## src/hdl/aizrk_pkg.sv

```systemverilog
`default_nettype none
package aizrk_pkg;

  localparam int unsigned ValueWidth = 32;
  localparam int unsigned FracBits   = 24;

  localparam logic signed [ValueWidth-1:0] OneFx   = ValueWidth'(64'sd1 <<< FracBits);
  localparam logic signed [ValueWidth-1:0] ThirdFx = ValueWidth'(((64'sd1 <<< FracBits) + 1) / 3);
  localparam logic signed [ValueWidth-1:0] SixthFx = ValueWidth'(((64'sd1 <<< FracBits) + 3) / 6);
  localparam logic signed [ValueWidth-1:0] HalfFx  = ValueWidth'((64'sd1 <<< FracBits) / 2);

  // register indexes on the configuration port
  localparam logic [2:0] RG_A    = 3'd0;
  localparam logic [2:0] RG_B    = 3'd1;
  localparam logic [2:0] RG_C    = 3'd2;
  localparam logic [2:0] RG_D    = 3'd3;
  localparam logic [2:0] RG_E    = 3'd4;
  localparam logic [2:0] RG_F    = 3'd5;
  localparam logic [2:0] RG_STEP = 3'd6;

  // operations
  localparam logic [1:0] OP_ADD = 2'd0;
  localparam logic [1:0] OP_SUB = 2'd1;
  localparam logic [1:0] OP_MUL = 2'd2;

  // operand codes: below 32 scratch memory, above constants and registers
  localparam logic [5:0] SX = 6'd0,  SY = 6'd1,  SZ = 6'd2;
  localparam logic [5:0] KX = 6'd3,  KY = 6'd4,  KZ = 6'd5;
  localparam logic [5:0] AX = 6'd6,  AY = 6'd7,  AZ = 6'd8;
  localparam logic [5:0] HH = 6'd9,  H6 = 6'd10;
  localparam logic [5:0] ZB = 6'd11, T1 = 6'd12, T2 = 6'd13;
  localparam logic [5:0] Z2 = 6'd14, Z3 = 6'd15, R2 = 6'd16;
  localparam logic [5:0] EZ = 6'd17, TT = 6'd18;
  localparam logic [5:0] C_ZERO  = 6'd32, C_ONE = 6'd33, C_THIRD = 6'd34;
  localparam logic [5:0] C_SIXTH = 6'd35, C_HALF = 6'd36;
  localparam logic [5:0] C_A = 6'd37, C_B = 6'd38, C_C = 6'd39;
  localparam logic [5:0] C_D = 6'd40, C_E = 6'd41, C_F = 6'd42, C_H = 6'd43;
  localparam logic [5:0] PX = 6'd44, PY = 6'd45, PZ = 6'd46;

  // program segments
  localparam logic [2:0] SG_INIT  = 3'd0;
  localparam logic [2:0] SG_DERIV = 3'd1;
  localparam logic [2:0] SG_ACC1  = 3'd2;
  localparam logic [2:0] SG_ACC2  = 3'd3;
  localparam logic [2:0] SG_ACC4  = 3'd4;
  localparam logic [2:0] SG_ADVH  = 3'd5;
  localparam logic [2:0] SG_ADVF  = 3'd6;
  localparam logic [2:0] SG_FIN   = 3'd7;

  localparam logic [3:0] LAST_POS = 4'd12;

  typedef struct packed {
    logic [1:0] op;
    logic [5:0] dst;
    logic [5:0] src_a;
    logic [5:0] src_b;
  } uop_t;

  typedef struct packed {
    logic rd;
    logic ex;
    logic wb;
    uop_t uop;
  } ctrl_cmd_t;

  typedef struct packed {
    logic signed [ValueWidth-1:0] a;
    logic signed [ValueWidth-1:0] b;
    logic signed [ValueWidth-1:0] c;
    logic signed [ValueWidth-1:0] d;
    logic signed [ValueWidth-1:0] e;
    logic signed [ValueWidth-1:0] f;
    logic signed [ValueWidth-1:0] h;
  } coef_t;

  typedef struct packed {
    logic signed [ValueWidth-1:0] x;
    logic signed [ValueWidth-1:0] y;
    logic signed [ValueWidth-1:0] z;
  } pos_t;

  function automatic uop_t mk(logic [1:0] op, logic [5:0] d, logic [5:0] a, logic [5:0] b);
    uop_t u;
    u.op = op;
    u.dst = d;
    u.src_a = a;
    u.src_b = b;
    return u;
  endfunction

  function automatic logic [2:0] seg_at(logic [3:0] p);
    logic [2:0] s;
    case (p)
      4'd0:    s = SG_INIT;
      4'd1:    s = SG_DERIV;
      4'd2:    s = SG_ACC1;
      4'd3:    s = SG_ADVH;
      4'd4:    s = SG_DERIV;
      4'd5:    s = SG_ACC2;
      4'd6:    s = SG_ADVH;
      4'd7:    s = SG_DERIV;
      4'd8:    s = SG_ACC2;
      4'd9:    s = SG_ADVF;
      4'd10:   s = SG_DERIV;
      4'd11:   s = SG_ACC4;
      default: s = SG_FIN;
    endcase
    return s;
  endfunction

  function automatic logic [4:0] seg_last(logic [2:0] s);
    logic [4:0] n;
    case (s)
      SG_INIT:  n = 5'd4;
      SG_DERIV: n = 5'd22;
      SG_ACC1:  n = 5'd2;
      SG_ACC4:  n = 5'd2;
      default:  n = 5'd5;
    endcase
    return n;
  endfunction

  function automatic uop_t deriv_op(logic [4:0] i);
    uop_t u;
    case (i)
      5'd0:    u = mk(OP_SUB, ZB, SZ, C_B);
      5'd1:    u = mk(OP_MUL, T1, ZB, SX);
      5'd2:    u = mk(OP_MUL, T2, C_D, SY);
      5'd3:    u = mk(OP_SUB, KX, T1, T2);
      5'd4:    u = mk(OP_MUL, T1, C_D, SX);
      5'd5:    u = mk(OP_MUL, T2, ZB, SY);
      5'd6:    u = mk(OP_ADD, KY, T1, T2);
      5'd7:    u = mk(OP_MUL, Z2, SZ, SZ);
      5'd8:    u = mk(OP_MUL, Z3, Z2, SZ);
      5'd9:    u = mk(OP_MUL, T1, SX, SX);
      5'd10:   u = mk(OP_MUL, T2, SY, SY);
      5'd11:   u = mk(OP_ADD, R2, T1, T2);
      5'd12:   u = mk(OP_MUL, T1, C_E, SZ);
      5'd13:   u = mk(OP_ADD, EZ, C_ONE, T1);
      5'd14:   u = mk(OP_MUL, T1, C_A, SZ);
      5'd15:   u = mk(OP_ADD, TT, C_C, T1);
      5'd16:   u = mk(OP_MUL, T1, Z3, C_THIRD);
      5'd17:   u = mk(OP_SUB, TT, TT, T1);
      5'd18:   u = mk(OP_MUL, T1, R2, EZ);
      5'd19:   u = mk(OP_SUB, TT, TT, T1);
      5'd20:   u = mk(OP_MUL, T1, C_F, SX);
      5'd21:   u = mk(OP_MUL, T2, T1, SZ);
      default: u = mk(OP_ADD, KZ, TT, T2);
    endcase
    return u;
  endfunction

  function automatic uop_t prog_op(logic [2:0] s, logic [4:0] i);
    uop_t u;
    logic [5:0] k, ac, ss, pp;
    k  = 6'(KX + 6'(i >> 1));
    ac = 6'(AX + 6'(i >> 1));
    ss = 6'(SX + 6'(i >> 1));
    pp = 6'(PX + 6'(i >> 1));
    case (s)
      SG_INIT: begin
        case (i)
          5'd0:    u = mk(OP_MUL, HH, C_HALF, C_H);
          5'd1:    u = mk(OP_MUL, H6, C_H, C_SIXTH);
          5'd2:    u = mk(OP_ADD, SX, PX, C_ZERO);
          5'd3:    u = mk(OP_ADD, SY, PY, C_ZERO);
          default: u = mk(OP_ADD, SZ, PZ, C_ZERO);
        endcase
      end
      SG_DERIV: u = deriv_op(i);
      SG_ACC1:  u = mk(OP_ADD, 6'(AX + 6'(i)), 6'(KX + 6'(i)), C_ZERO);
      SG_ACC4:  u = mk(OP_ADD, 6'(AX + 6'(i)), 6'(AX + 6'(i)), 6'(KX + 6'(i)));
      SG_ACC2:  u = i[0] ? mk(OP_ADD, ac, ac, T1) : mk(OP_ADD, T1, k, k);
      SG_ADVH:  u = i[0] ? mk(OP_ADD, ss, pp, T1) : mk(OP_MUL, T1, HH, k);
      SG_ADVF:  u = i[0] ? mk(OP_ADD, ss, pp, T1) : mk(OP_MUL, T1, C_H, k);
      default:  u = i[0] ? mk(OP_ADD, pp, pp, T1) : mk(OP_MUL, T1, H6, ac);
    endcase
    return u;
  endfunction

endpackage
`default_nettype wire

```

## src/hdl/aizrk_controller.sv

```systemverilog
`default_nettype none
module aizrk_controller import aizrk_pkg::*; (
  input  wire logic clk_i,
  input  wire logic rst_ni,
  input  wire logic start_i,
  output logic      idle_o,
  output ctrl_cmd_t cmd_o
);

  localparam logic [1:0] ST_IDLE = 2'd0;
  localparam logic [1:0] ST_RD   = 2'd1;
  localparam logic [1:0] ST_EX   = 2'd2;
  localparam logic [1:0] ST_WB   = 2'd3;

  logic [1:0] state_q, state_d;
  logic [3:0] pos_q, pos_d;
  logic [4:0] idx_q, idx_d;
  logic [2:0] seg;

  assign seg = seg_at(pos_q);

  always_comb begin
    state_d = state_q;
    pos_d   = pos_q;
    idx_d   = idx_q;
    case (state_q)
      ST_IDLE: begin
        if (start_i) begin
          state_d = ST_RD;
          pos_d   = '0;
          idx_d   = '0;
        end
      end
      ST_RD: state_d = ST_EX;
      ST_EX: state_d = ST_WB;
      ST_WB: begin
        state_d = ST_RD;
        if (idx_q == seg_last(seg)) begin
          idx_d = '0;
          if (pos_q == LAST_POS) begin
            state_d = ST_IDLE;
          end else begin
            pos_d = pos_q + 1'b1;
          end
        end else begin
          idx_d = idx_q + 1'b1;
        end
      end
      default: state_d = ST_IDLE;
    endcase
  end

  always_ff @(posedge clk_i or negedge rst_ni) begin
    if (!rst_ni) begin
      state_q <= ST_IDLE;
      pos_q   <= '0;
      idx_q   <= '0;
    end else begin
      state_q <= state_d;
      pos_q   <= pos_d;
      idx_q   <= idx_d;
    end
  end

  assign idle_o    = (state_q == ST_IDLE);
  assign cmd_o.rd  = (state_q == ST_RD);
  assign cmd_o.ex  = (state_q == ST_EX);
  assign cmd_o.wb  = (state_q == ST_WB);
  assign cmd_o.uop = prog_op(seg, idx_q);

  a_rd_ex: assert property (@(posedge clk_i) disable iff (!rst_ni)
    (state_q == ST_RD) |=> (state_q == ST_EX)) else $error("read not followed by execute");
  a_ex_wb: assert property (@(posedge clk_i) disable iff (!rst_ni)
    (state_q == ST_EX) |=> (state_q == ST_WB)) else $error("execute not followed by write");
  a_stay: assert property (@(posedge clk_i) disable iff (!rst_ni)
    (state_q == ST_IDLE && !start_i) |=> (state_q == ST_IDLE)) else $error("left idle unprompted");
  a_end: assert property (@(posedge clk_i) disable iff (!rst_ni)
    (state_q == ST_WB && pos_q == LAST_POS && idx_q == seg_last(SG_FIN)) |=> idle_o)
    else $error("program did not finish");

endmodule
`default_nettype wire

```

## config.mk

```make
export PLATFORM = sky130hd
export DESIGN_NAME = aizrk_controller
export DESIGN_NICKNAME = d
export VERILOG_FILES = /design/src/hdl/aizrk_pkg.sv /design/src/hdl/aizrk_controller.sv
export SDC_FILE = /design/constraint.sdc
export NUM_CORES = 1
export LEC_CHECK = 0
export BUFFER_PORTS_ARGS = -buffer_cell sky130_fd_sc_hd__clkbuf_2
export CORE_MARGIN = 1
export CORE_UTILIZATION = 60
export DETAILED_ROUTE_END_ITERATION = 10
export HOLD_SLACK_MARGIN = 0.12
export PLACE_DENSITY = 0.91
export SYNTH_ARGS = -nofsm -noshare
export SYNTH_HDL_FRONTEND = slang
export SYNTH_SLANG_ARGS = --single-unit
```

## constraint.sdc

```tcl
create_clock -name clk_i -period 8.3 [get_ports clk_i]
set_input_delay 0 -clock clk_i [delete_from_list [all_inputs] [get_ports clk_i]]
set_output_delay 0 -clock clk_i [all_outputs]
set_load 0.01 [all_outputs]
```

; ---- Yosys cells after proc, flatten, opt, wreduce, memory -nomap -nowiden
; Memory sizes are Yosys's and may differ from the RTL's.
; Index checks and enable logic that the tools add are counted.
[op_classes]
mux = 19
n_addsub = 7
n_reduce_logical = 7
n_eq_ne = 17
[ops]
columns = op, n
row1 = $pmux 20 s7, 1
row2 = $pmux 20 s4, 1
row3 = $mux 20, 3
row4 = $mux 17, 1
row5 = $mux 5, 3
row6 = $pmux 5 s3, 1
row7 = $mux 4, 3
row8 = $eq 5x2->1 const B, 2
row9 = $pmux 5 s2, 1
row10 = $eq 3x3->1 const B, 3
row11 = $pmux 2 s4, 1
row12 = $pmux 4 s2, 1
row13 = $add 2x5->6 const A, 1
row14 = $add 3x5->6 const A, 1
row15 = $add 6x4->6 const A, 1
row16 = $eq 3x2->1 const B, 2
row17 = $add 2x4->5 const A, 1
row18 = $add 3x4->5 const A, 1
row19 = $add 5x1->5 const B, 1
row20 = $eq 5x1->1 const B, 1
row21 = $eq 5x5->1, 1
row22 = $logic_not 5->1, 1
row23 = $add 4x1->4 const B, 1
row24 = $eq 2x2->1 const B, 2
row25 = other kinds (13), 15
[totals]
mem_bits_ro = 656
input_bits = 3
n_memories = 2
regBits = 11
out_inout_bits = 24
[memory_table]
columns = name, words, width, rd, rd_ports_with_merged_regs, write_ports, line
row1 = (name not given), 32, 19, 1, 0, 0, aizrk_pkg.sv:125  ; case (i)
row2 = (name not given), 16, 3, 1, 0, 0, aizrk_pkg.sv:93  ; case (p)

; ---- Depth between registers and ports, before layout
; Gate-level depths: netlist (run 1).
; An unclocked memory read counts as a cell.
[logic_depth]
depth_word = 8
depth_mapped = 11
depth_no_buf = 9

; ---- Least setup slack after synthesis (run 1)
; OpenSTA, ideal clock, no wires.
[synth_path]
kind = register -> register
start = reg pos_q[0]
end = reg idx_q[2]
setup_time_ns = 0.126
path_stages_with_launch = 11
required_ns = 8.174
arrival_time_ns = 2.697
setup_slack_ns = 5.477
path_cell_list = dfrtp_1 clkbuf_1 inv_1 ha_1 nor2b_1 o32ai_2 a211oi_1 o21ba_2 nor3_4 nor2_1 a221o_1
[synth_between]
elab_chain_len = 8
[synth_rtl]
columns = element, line
row1 = start: declaration, aizrk_controller.sv:16  ; logic [3:0] pos_q, pos_d;
row2 = start signal: assignment, aizrk_controller.sv:60  ; pos_q <= pos_d;
row3 = $mem_v2 16x3 *, -
row4 = $eq 3x3->1 / $eq 3x2->1 (equally long branches), aizrk_pkg.sv:113  ; case (s)
row5 = $reduce_or 2->1 (no line), -
row6 = $pmux 5 s3 *, aizrk_pkg.sv:113
row7 = $mux 5 *, aizrk_controller.sv:26  ; case (state_q)
row8 = $eq 5x5->1 *, aizrk_controller.sv:38  ; if (idx_q == seg_last(seg)) begin
row9 = $mux 5 *, aizrk_controller.sv:38
row10 = $pmux 5 s2 *, aizrk_controller.sv:26
row11 = end signal: assignment, aizrk_controller.sv:61  ; idx_q <= idx_d;
row12 = end: declaration, aizrk_controller.sv:17  ; logic [4:0] idx_q, idx_d;
; Every way passes the cells marked *; elsewhere a longest branch is shown, timed or not. The select of a mux whose other input is x is not followed.
; A chain may end at the register's enable or synchronous reset.

==> impl_metrics.env, run 1 <==
export IMPL_status="finished clean"
export IMPL_max_freq_ghz=0.2801
export IMPL_grt_pass1_wl_um=13370
export IMPL_syn_num_nets=393
export IMPL_fin_tns_setup_ns=0
export IMPL_cts_root_buffer="clkbuf_8"
export IMPL_finalCritPeriodShare_pct=43.02
export IMPL_end_kind="primary output"
export IMPL_layout_commonest_cell="nand2_1"
export IMPL_dieHeight_um=66.58
export IMPL_crit_type="register to primary output"
export IMPL_ctsHtreeMaxLevel=1
export IMPL_grt_overflow=0
export IMPL_dr_total_vias=3088
export IMPL_grt_setup_unrepaired="false"
export IMPL_drtPass1Iterations=6
export IMPL_critPathBufInv=2
export IMPL_ctsResizeCount=0
export IMPL_place_gp_congestion=1.036
export IMPL_slew_viol_final=0
export IMPL_min_period_ns=3.571
export IMPL_cts_sinks=11
export IMPL_holdCritPathClass="primary input to asynchronous set/reset pin"
export IMPL_cts_tree="done"
export IMPL_synth_enable_flop_cells=0
export IMPL_drive_gt1_share_pct=11.65
export IMPL_clkSlewWorstSetupHoldPaths_ns=0.05
export IMPL_synthesis_area_um2=2502
export IMPL_drc=0
export IMPL_die_area_um2=4433
export IMPL_startpoint_type="register"
export IMPL_syn_avg_cell_area_um2=6.913
export IMPL_slew_limit_headroom_pct=26.00
export IMPL_critPathSlowestCell="dfrtp_1"
export IMPL_worst_slack_ns=4.729
export IMPL_yosys_warnings=0
export IMPL_ios=27
export IMPL_finalSetupViolations=0
export IMPL_num_rows=23
export IMPL_clkPwrFrac_pct=49.8
export IMPL_clk_path_buf_depth=2
export IMPL_power_net_switching_uw=22.69
export IMPL_path_depth=9
export IMPL_antenna_cells=0
export IMPL_area_growth_pct=6.450
export IMPL_finalHoldViolations=0
export IMPL_p_comb_share_pct=1.8
export IMPL_fin_nets=401
export IMPL_power_uw=110.9
export IMPL_crit_top_cell="a21oi_1"
export IMPL_wl_per_cell_um=20.42
export IMPL_total_leakage_power_nw=1.120
export IMPL_yosysUniqueCellTypes=67
export IMPL_wl_um=8557
export IMPL_powerDensity_nw_per_um2=41.65
export IMPL_r2r_cells=9
export IMPL_numPortBuffers=26
export IMPL_required_ns=8.30
export IMPL_pre_cts_slack_ns=5.059
export IMPL_crit_chain="clkinv_1 -> ha_1 -> a21oi_1 -> mux2i_1 -> xnor2_1 -> a221oi_1 -> a21oi_1 -> or3_1 -> clkbuf_2"
export IMPL_first_iter_violations=592
export IMPL_cts_setup_buffers=0
export IMPL_worst_pin_slew_ns=1.098
export IMPL_final_antenna_net_count=0
export IMPL_netSwitchingFraction_pct=20.45
export IMPL_final_cell_mix="nand2_1 (51), a21oi_1 (33), ha_1 (28)"
export IMPL_dp_cells=414
export IMPL_maxCapViolations=0
export IMPL_grtUsageTotal_pct=39.33
export IMPL_core_area_um2=4000
export IMPL_cts_buffers=3
export IMPL_ys_seq_elements=11
export IMPL_synthFlopType="dfrtp_1"
export IMPL_seq_area_frac_synth_pct=11.00
export IMPL_clock_latency_ns=0.24
export IMPL_cp_top_family="flip-flops"
export IMPL_hpwl_um=6019
export IMPL_internal_power_uw=88.25
export IMPL_cp_arrival_ns=3.57
export IMPL_final_cell_count_no_fill=419
export IMPL_grt_max_degree=36
export IMPL_initial_core_util_pct=62.56
export IMPL_avgViaCountPerCell=7.370
export IMPL_grt_pass1_vias=2763
export IMPL_crit_path_max_fanout=32
export IMPL_antenna_found_initial=0
export IMPL_postCtsHoldBufs=1
export IMPL_ir_worst_vdd_mv=0.1213
export IMPL_p_seq_share_pct=48.4
export IMPL_synth_cells=362
export IMPL_die_w_um=66.58
export IMPL_fin_skew_ns=0.003560
export IMPL_worst_path_largest_cell_delay_ns=0.96
export IMPL_async_flop_share_pct=100.0
-- kinds of logic after synthesis --
family	after synthesis	synth area share (%)
AO/OA/AOI/OAI	142	38.30
XOR/XNOR	8	3.100
adder cells (fa/ha/maj)	28	14.00
buffers and inverters	41	6.449
flip-flops	11	11.00
multiplexers	4	1.600
AND/OR/NAND/NOR	128	25.55
-- cell usage after synthesis, types with 6 or more instances --
| master | instances | share of area [%] |
|---|---|---|
| inv_1 | 12 | 1.8 |
| nand2b_1 | 8 | 2.0 |
| o22ai_1 | 10 | 2.5 |
| o21ai_0 | 25 | 5.0 |
| o211ai_1 | 6 | 1.8 |
| o221ai_1 | 6 | 2.1 |
| nand3_1 | 8 | 1.6 |
| dfrtp_1 | 11 | 11 |
| ha_1 | 28 | 14 |
| nand2_1 | 51 | 7.6 |
| a21oi_1 | 33 | 6.6 |
| nor2b_1 | 7 | 1.7 |
| nor2_1 | 20 | 3.0 |
| a22oi_1 | 6 | 1.8 |
| nor3_1 | 11 | 2.2 |
| a31oi_1 | 8 | 2.0 |
| clkbuf_1 | 22 | 3.3 |
-- per-stage QoR --
step | hold slack (ns) | utilization [%] | area [um^2]
floorplan | -0.2956 | - | 2502
global placement | -0.1138 | 65.22 | 2609
detailed placement | -0.1088 | 65.22 | 2609
CTS | 0.1741 | 66.59 | 2664
global route | 0.2057 | 66.59 | 2664
finish | 0.2047 | 66.59 | 2664
-- flip-flops by register name, summed over array words and instances (netlist names) --
signal	cells
idx_q	5
state_q	2
pos_q	4
-- area by class of cell --
type,count,area [um^2]
Multi-Input combinational cell,310,2066
Fill cell,357,1336
Sequential cell,11,275.3
Timing Repair Buffer,30,162.7
Tap cell,50,62.56
Inverter,14,52.55
Clock buffer,4,45.04
-- routing by layer --
layer	GRT usage, %	routed length [um]	vias to the layer above
met1	52.44	3375	1410
met2	60.35	3766	257
met3	9.760	1131	46
met4	14.89	284	0
met5	0	0	-
li1	-	-	1375
-- path summary, 6_finish.rpt --
path                             from    endpoint  slack, ns
max                          idx_q[2]    cmd_o[9]       4.73
max reg2reg                  pos_q[0]    idx_q[2]       5.01
min                            rst_ni    idx_q[4]       0.20
max in group asynchronous      rst_ni    idx_q[1]       7.87
min in group clk_i            start_i  state_q[1]       0.26
min reg2reg                state_q[0]  state_q[0]       0.67
-- power groups by stage --
stage / registers, mW / logic (mW) / clock network, mW
after floorplan: 0.0546 / 0.0000703 / 0
after global placement: 0.0546 / 0.00148 / 0
after detailed placement: 0.0546 / 0.00156 / 0
after CTS: 0.0537 / 0.00193 / 0.0546
after global routing: 0.0537 / 0.00211 / 0.0589
final: 0.0537 / 0.00197 / 0.0553
(Power assumes the default switching activity.)
==> inputs of run 2 (changes only) <==
Settings changed: ABC_AREA set to 1, CORE_UTILIZATION 60 to 55, PLACE_DENSITY 0.91 to 0.88.
Clock period 8.3 ns to 3.2 ns, I/O delays scaled along.
==> impl_metrics.env, run 2 <==
export IMPL_status="finished clean"
export IMPL_die_w_um=70.33
export IMPL_synth_top_area_share_pct=13.65
export IMPL_cp_arrival_ns=2.78
export IMPL_clkSlewWorstSetupHoldPaths_ns=0.05
export IMPL_drtPass1Iterations=5
export IMPL_grt_overflow=0
export IMPL_async_flop_share_pct=100.0
export IMPL_synth_cells=389
export IMPL_finalHoldViolations=0
export IMPL_fin_skew_ns=0.004978
export IMPL_dieHeight_um=70.33
export IMPL_wl_um=7711
export IMPL_startpoint_type="register"
export IMPL_final_cell_mix="nand2_1 (75), inv_1 (39), nor2_1 (35)"
export IMPL_cts_tree="done"
export IMPL_holdCritPathClass="primary input to asynchronous set/reset pin"
export IMPL_maxCapViolations=0
export IMPL_min_period_ns=2.780
export IMPL_synth_xor_area_share_pct=3.704
export IMPL_antenna_found_initial=0
export IMPL_grt_pass1_wl_um=12840
export IMPL_drive_gt1_share_pct=22.22
export IMPL_syn_num_nets=420
export IMPL_cp_top_family="simple AND/OR/NAND/NOR gates"
export IMPL_first_iter_violations=433
export IMPL_wl_per_cell_um=16.55
export IMPL_slew_limit_headroom_pct=61.63
export IMPL_final_antenna_net_count=0
export IMPL_max_freq_ghz=0.3598
export IMPL_finalSetupViolations=0
export IMPL_fin_nets=446
export IMPL_ys_seq_elements=11
export IMPL_grt_setup_unrepaired="false"
export IMPL_slew_viol_final=0
export IMPL_synthTopCellsByArea="ha_1 (14%), nand2_1 (11%), dfrtp_1 (11%), inv_1 (5.7%), nor2_1 (5.1%)"
export IMPL_cts_buffers=3
export IMPL_yosysMostFrequentCell="nand2_1"
export IMPL_clk_path_buf_depth=2
export IMPL_use_met2_pct=49.21
export IMPL_total_leakage_power_nw=1.396
export IMPL_gr_usage_met3_pct=5.772
export IMPL_numPortBuffers=26
export IMPL_yosys_warnings=0
export IMPL_crit_top_cell="nor2_1"
export IMPL_syn_avg_cell_area_um2=6.600
export IMPL_final_cell_count_no_fill=466
export IMPL_r2r_cells=14
export IMPL_synth_common_cells="nand2_1 (75), inv_1 (39), nor2_1 (35)"
export IMPL_crit_path_max_fanout=13
export IMPL_seq_area_frac_synth_pct=10.72
export IMPL_reg2reg_from="pos_q[0]"
export IMPL_fin_tns_setup_ns=0
export IMPL_required_ns=3.20
export IMPL_ir_worst_vdd_mv=0.6280
export IMPL_crit_chain="inv_1 -> ha_1 -> nand2_1 -> nor2_1 -> nor2_1 -> nor2_1 -> nor2_1 -> a221oi_1 -> o2111ai_1 -> clkbuf_2"
export IMPL_finalCritPeriodShare_pct=86.87
export IMPL_rr_endpoint="pos_q[3]"
export IMPL_avgViaCountPerCell=6.182
export IMPL_pre_cts_slack_ns=0.7481
export IMPL_top_regs="idx_q (5), pos_q (4), state_q (2)"
export IMPL_hpwl_um=5830
export IMPL_largest_reg_flops=5
export IMPL_synthesis_area_um2=2567
export IMPL_drc=0
export IMPL_core_area_um2=4414
export IMPL_ctsHtreeMaxLevel=1
export IMPL_num_rows=24
export IMPL_grt_max_degree=23
export IMPL_place_gp_congestion=1.003
export IMPL_synth_compound_area_share_pct=22.47
export IMPL_die_area_um2=4946
export IMPL_ios=27
export IMPL_initial_core_util_pct=58.16
export IMPL_antenna_cells=0
export IMPL_synth_enable_flop_cells=0
export IMPL_cts_root_buffer="clkbuf_8"
export IMPL_use_met1_pct=45.86
export IMPL_critPathSlowestCell="inv_1"
export IMPL_critPathBufInv=2
export IMPL_synthFlopType="dfrtp_1"
export IMPL_yosysUniqueCellTypes=46
export IMPL_dr_total_vias=2881
export IMPL_cts_setup_buffers=0
export IMPL_startpoint="idx_q[0]"
export IMPL_layout_commonest_cell="nand2_1"
export IMPL_postLayoutCoreUtil_pct=63.07
export IMPL_synth_mux_area_share_pct=0
export IMPL_clock_latency_ns=0.24
export IMPL_end_kind="primary output"
export IMPL_crit_type="register to primary output"
export IMPL_worst_pin_slew_ns=0.5749
export IMPL_synth_top_family_by_area="simple AND/OR/NAND/NOR gates"
export IMPL_area_growth_pct=8.431
export IMPL_grt_pass1_vias=2708
export IMPL_synth_simple_area_share_pct=38.06
export IMPL_grtUsageTotal_pct=32.41
export IMPL_whs_ns=0.1659
export IMPL_worst_path_largest_cell_delay_ns=0.44
export IMPL_largest_register="idx_q"
export IMPL_synth_area_leader_cell="ha_1"
export IMPL_synthAdderAreaFrac_pct=13.65
export IMPL_busiest_layer="met2"
export IMPL_cts_sinks=11
export IMPL_powerDensity_nw_per_um2=716.5
export IMPL_worst_slack_ns=0.4203
export IMPL_r2r_slack_ns=0.69
export IMPL_dp_cells=460
==> run 2: changes by cell type in the layout (fill, tap and decap cells not counted), sizes merged, moves of 5 or more <==
cell    previous run  this run
nand3              8        30
a31oi              8         1
nor2              20        47
nand2b             8         0
nand2             51        96
xor2               3         9
and2               6         0
o221ai             6         0
nand4              2         7
nor2b              7         0
nor3              12         5
a21oi             34        27
inv               13        49
==> run 2: layer usage <==
layer,wire (um),share of wire [%]
met5,0,0
met4,216,2.8
met3,837,11
met2,3387,44
met1,3269,42
==> run 2: worst reg2reg max path, cell delays in order (launching register included) <==
cell and delay (ns):
dfrtp_1 0.48, inv_1 0.19, ha_1 0.26, nand2_2 0.10, nand3_2 0.10, nand2_2 0.12, nand3_2 0.33, nand2_1 0.18
nand3_2 0.09, nor2_4 0.13, nand3_2 0.07, nand2_1 0.08, nand3_2 0.10, nand2_1 0.09, nand2_1 0.05
==> run 2: cells by family (layout without fill, tap and decap cells) <==
logic type / count (synthesis) / after routing
AO/OA/AOI/OAI: 92 / 92
XOR/XNOR: 10 / 10
adder cells (fa/ha/maj): 28 / 28
buffers and inverters: 63 / 88
flip-flops: 11 / 11
AND/OR/NAND/NOR: 185 / 185
==> run 2: worst max-delay path by stage <==
stage | slack (ns) | endpoint | depth (start not counted)
finish | 0.42 | cmd_o[7] | 10
global route | 0.25 | cmd_o[13] | 10
CTS | 0.50 | cmd_o[12] | 16
detailed placement | 0.75 | pos_q[2] | 14
global placement | 0.73 | cmd_o[7] | 10
floorplan | 1.11 | cmd_o[13] | 11
==> run 2: area by class of cell <==
cell class	instances	area [um^2]
fill	414	1630
inverter	49	196.4
timing repair buffer	35	202.7
multi-input combinational	315	1999
clock buffer	4	45.04
tap	52	65.06
sequential	11	275.3
==> run 2: timing repair <==
item / in CTS / in global routing
gates resized for setup: 0 / 0
hold buffers: 2 / 0
setup endpoints to repair: 0 / 0
endpoints found under the hold margin: 12 / 0
==> run 2: power by group <==
| group | switching (mW) | internal, mW | total, mW |
|---|---|---|---|
| Combinational | 1.08 | 0.550 | 1.63 |
| Sequential | 0.0527 | 0.172 | 0.225 |
| Clock | 0.0533 | 0.0875 | 0.141 |
| Total | 1.18 | 0.810 | 1.99 |
==> run 2: metrics by stage <==
step                      area (um^2)  total power, mW
after floorplan                  2567            1.332
after global placement           2719            1.783
after detailed placement         2719            1.805
after CTS                        2784            1.957
after global routing             2784            2.168
final                            2784            1.995
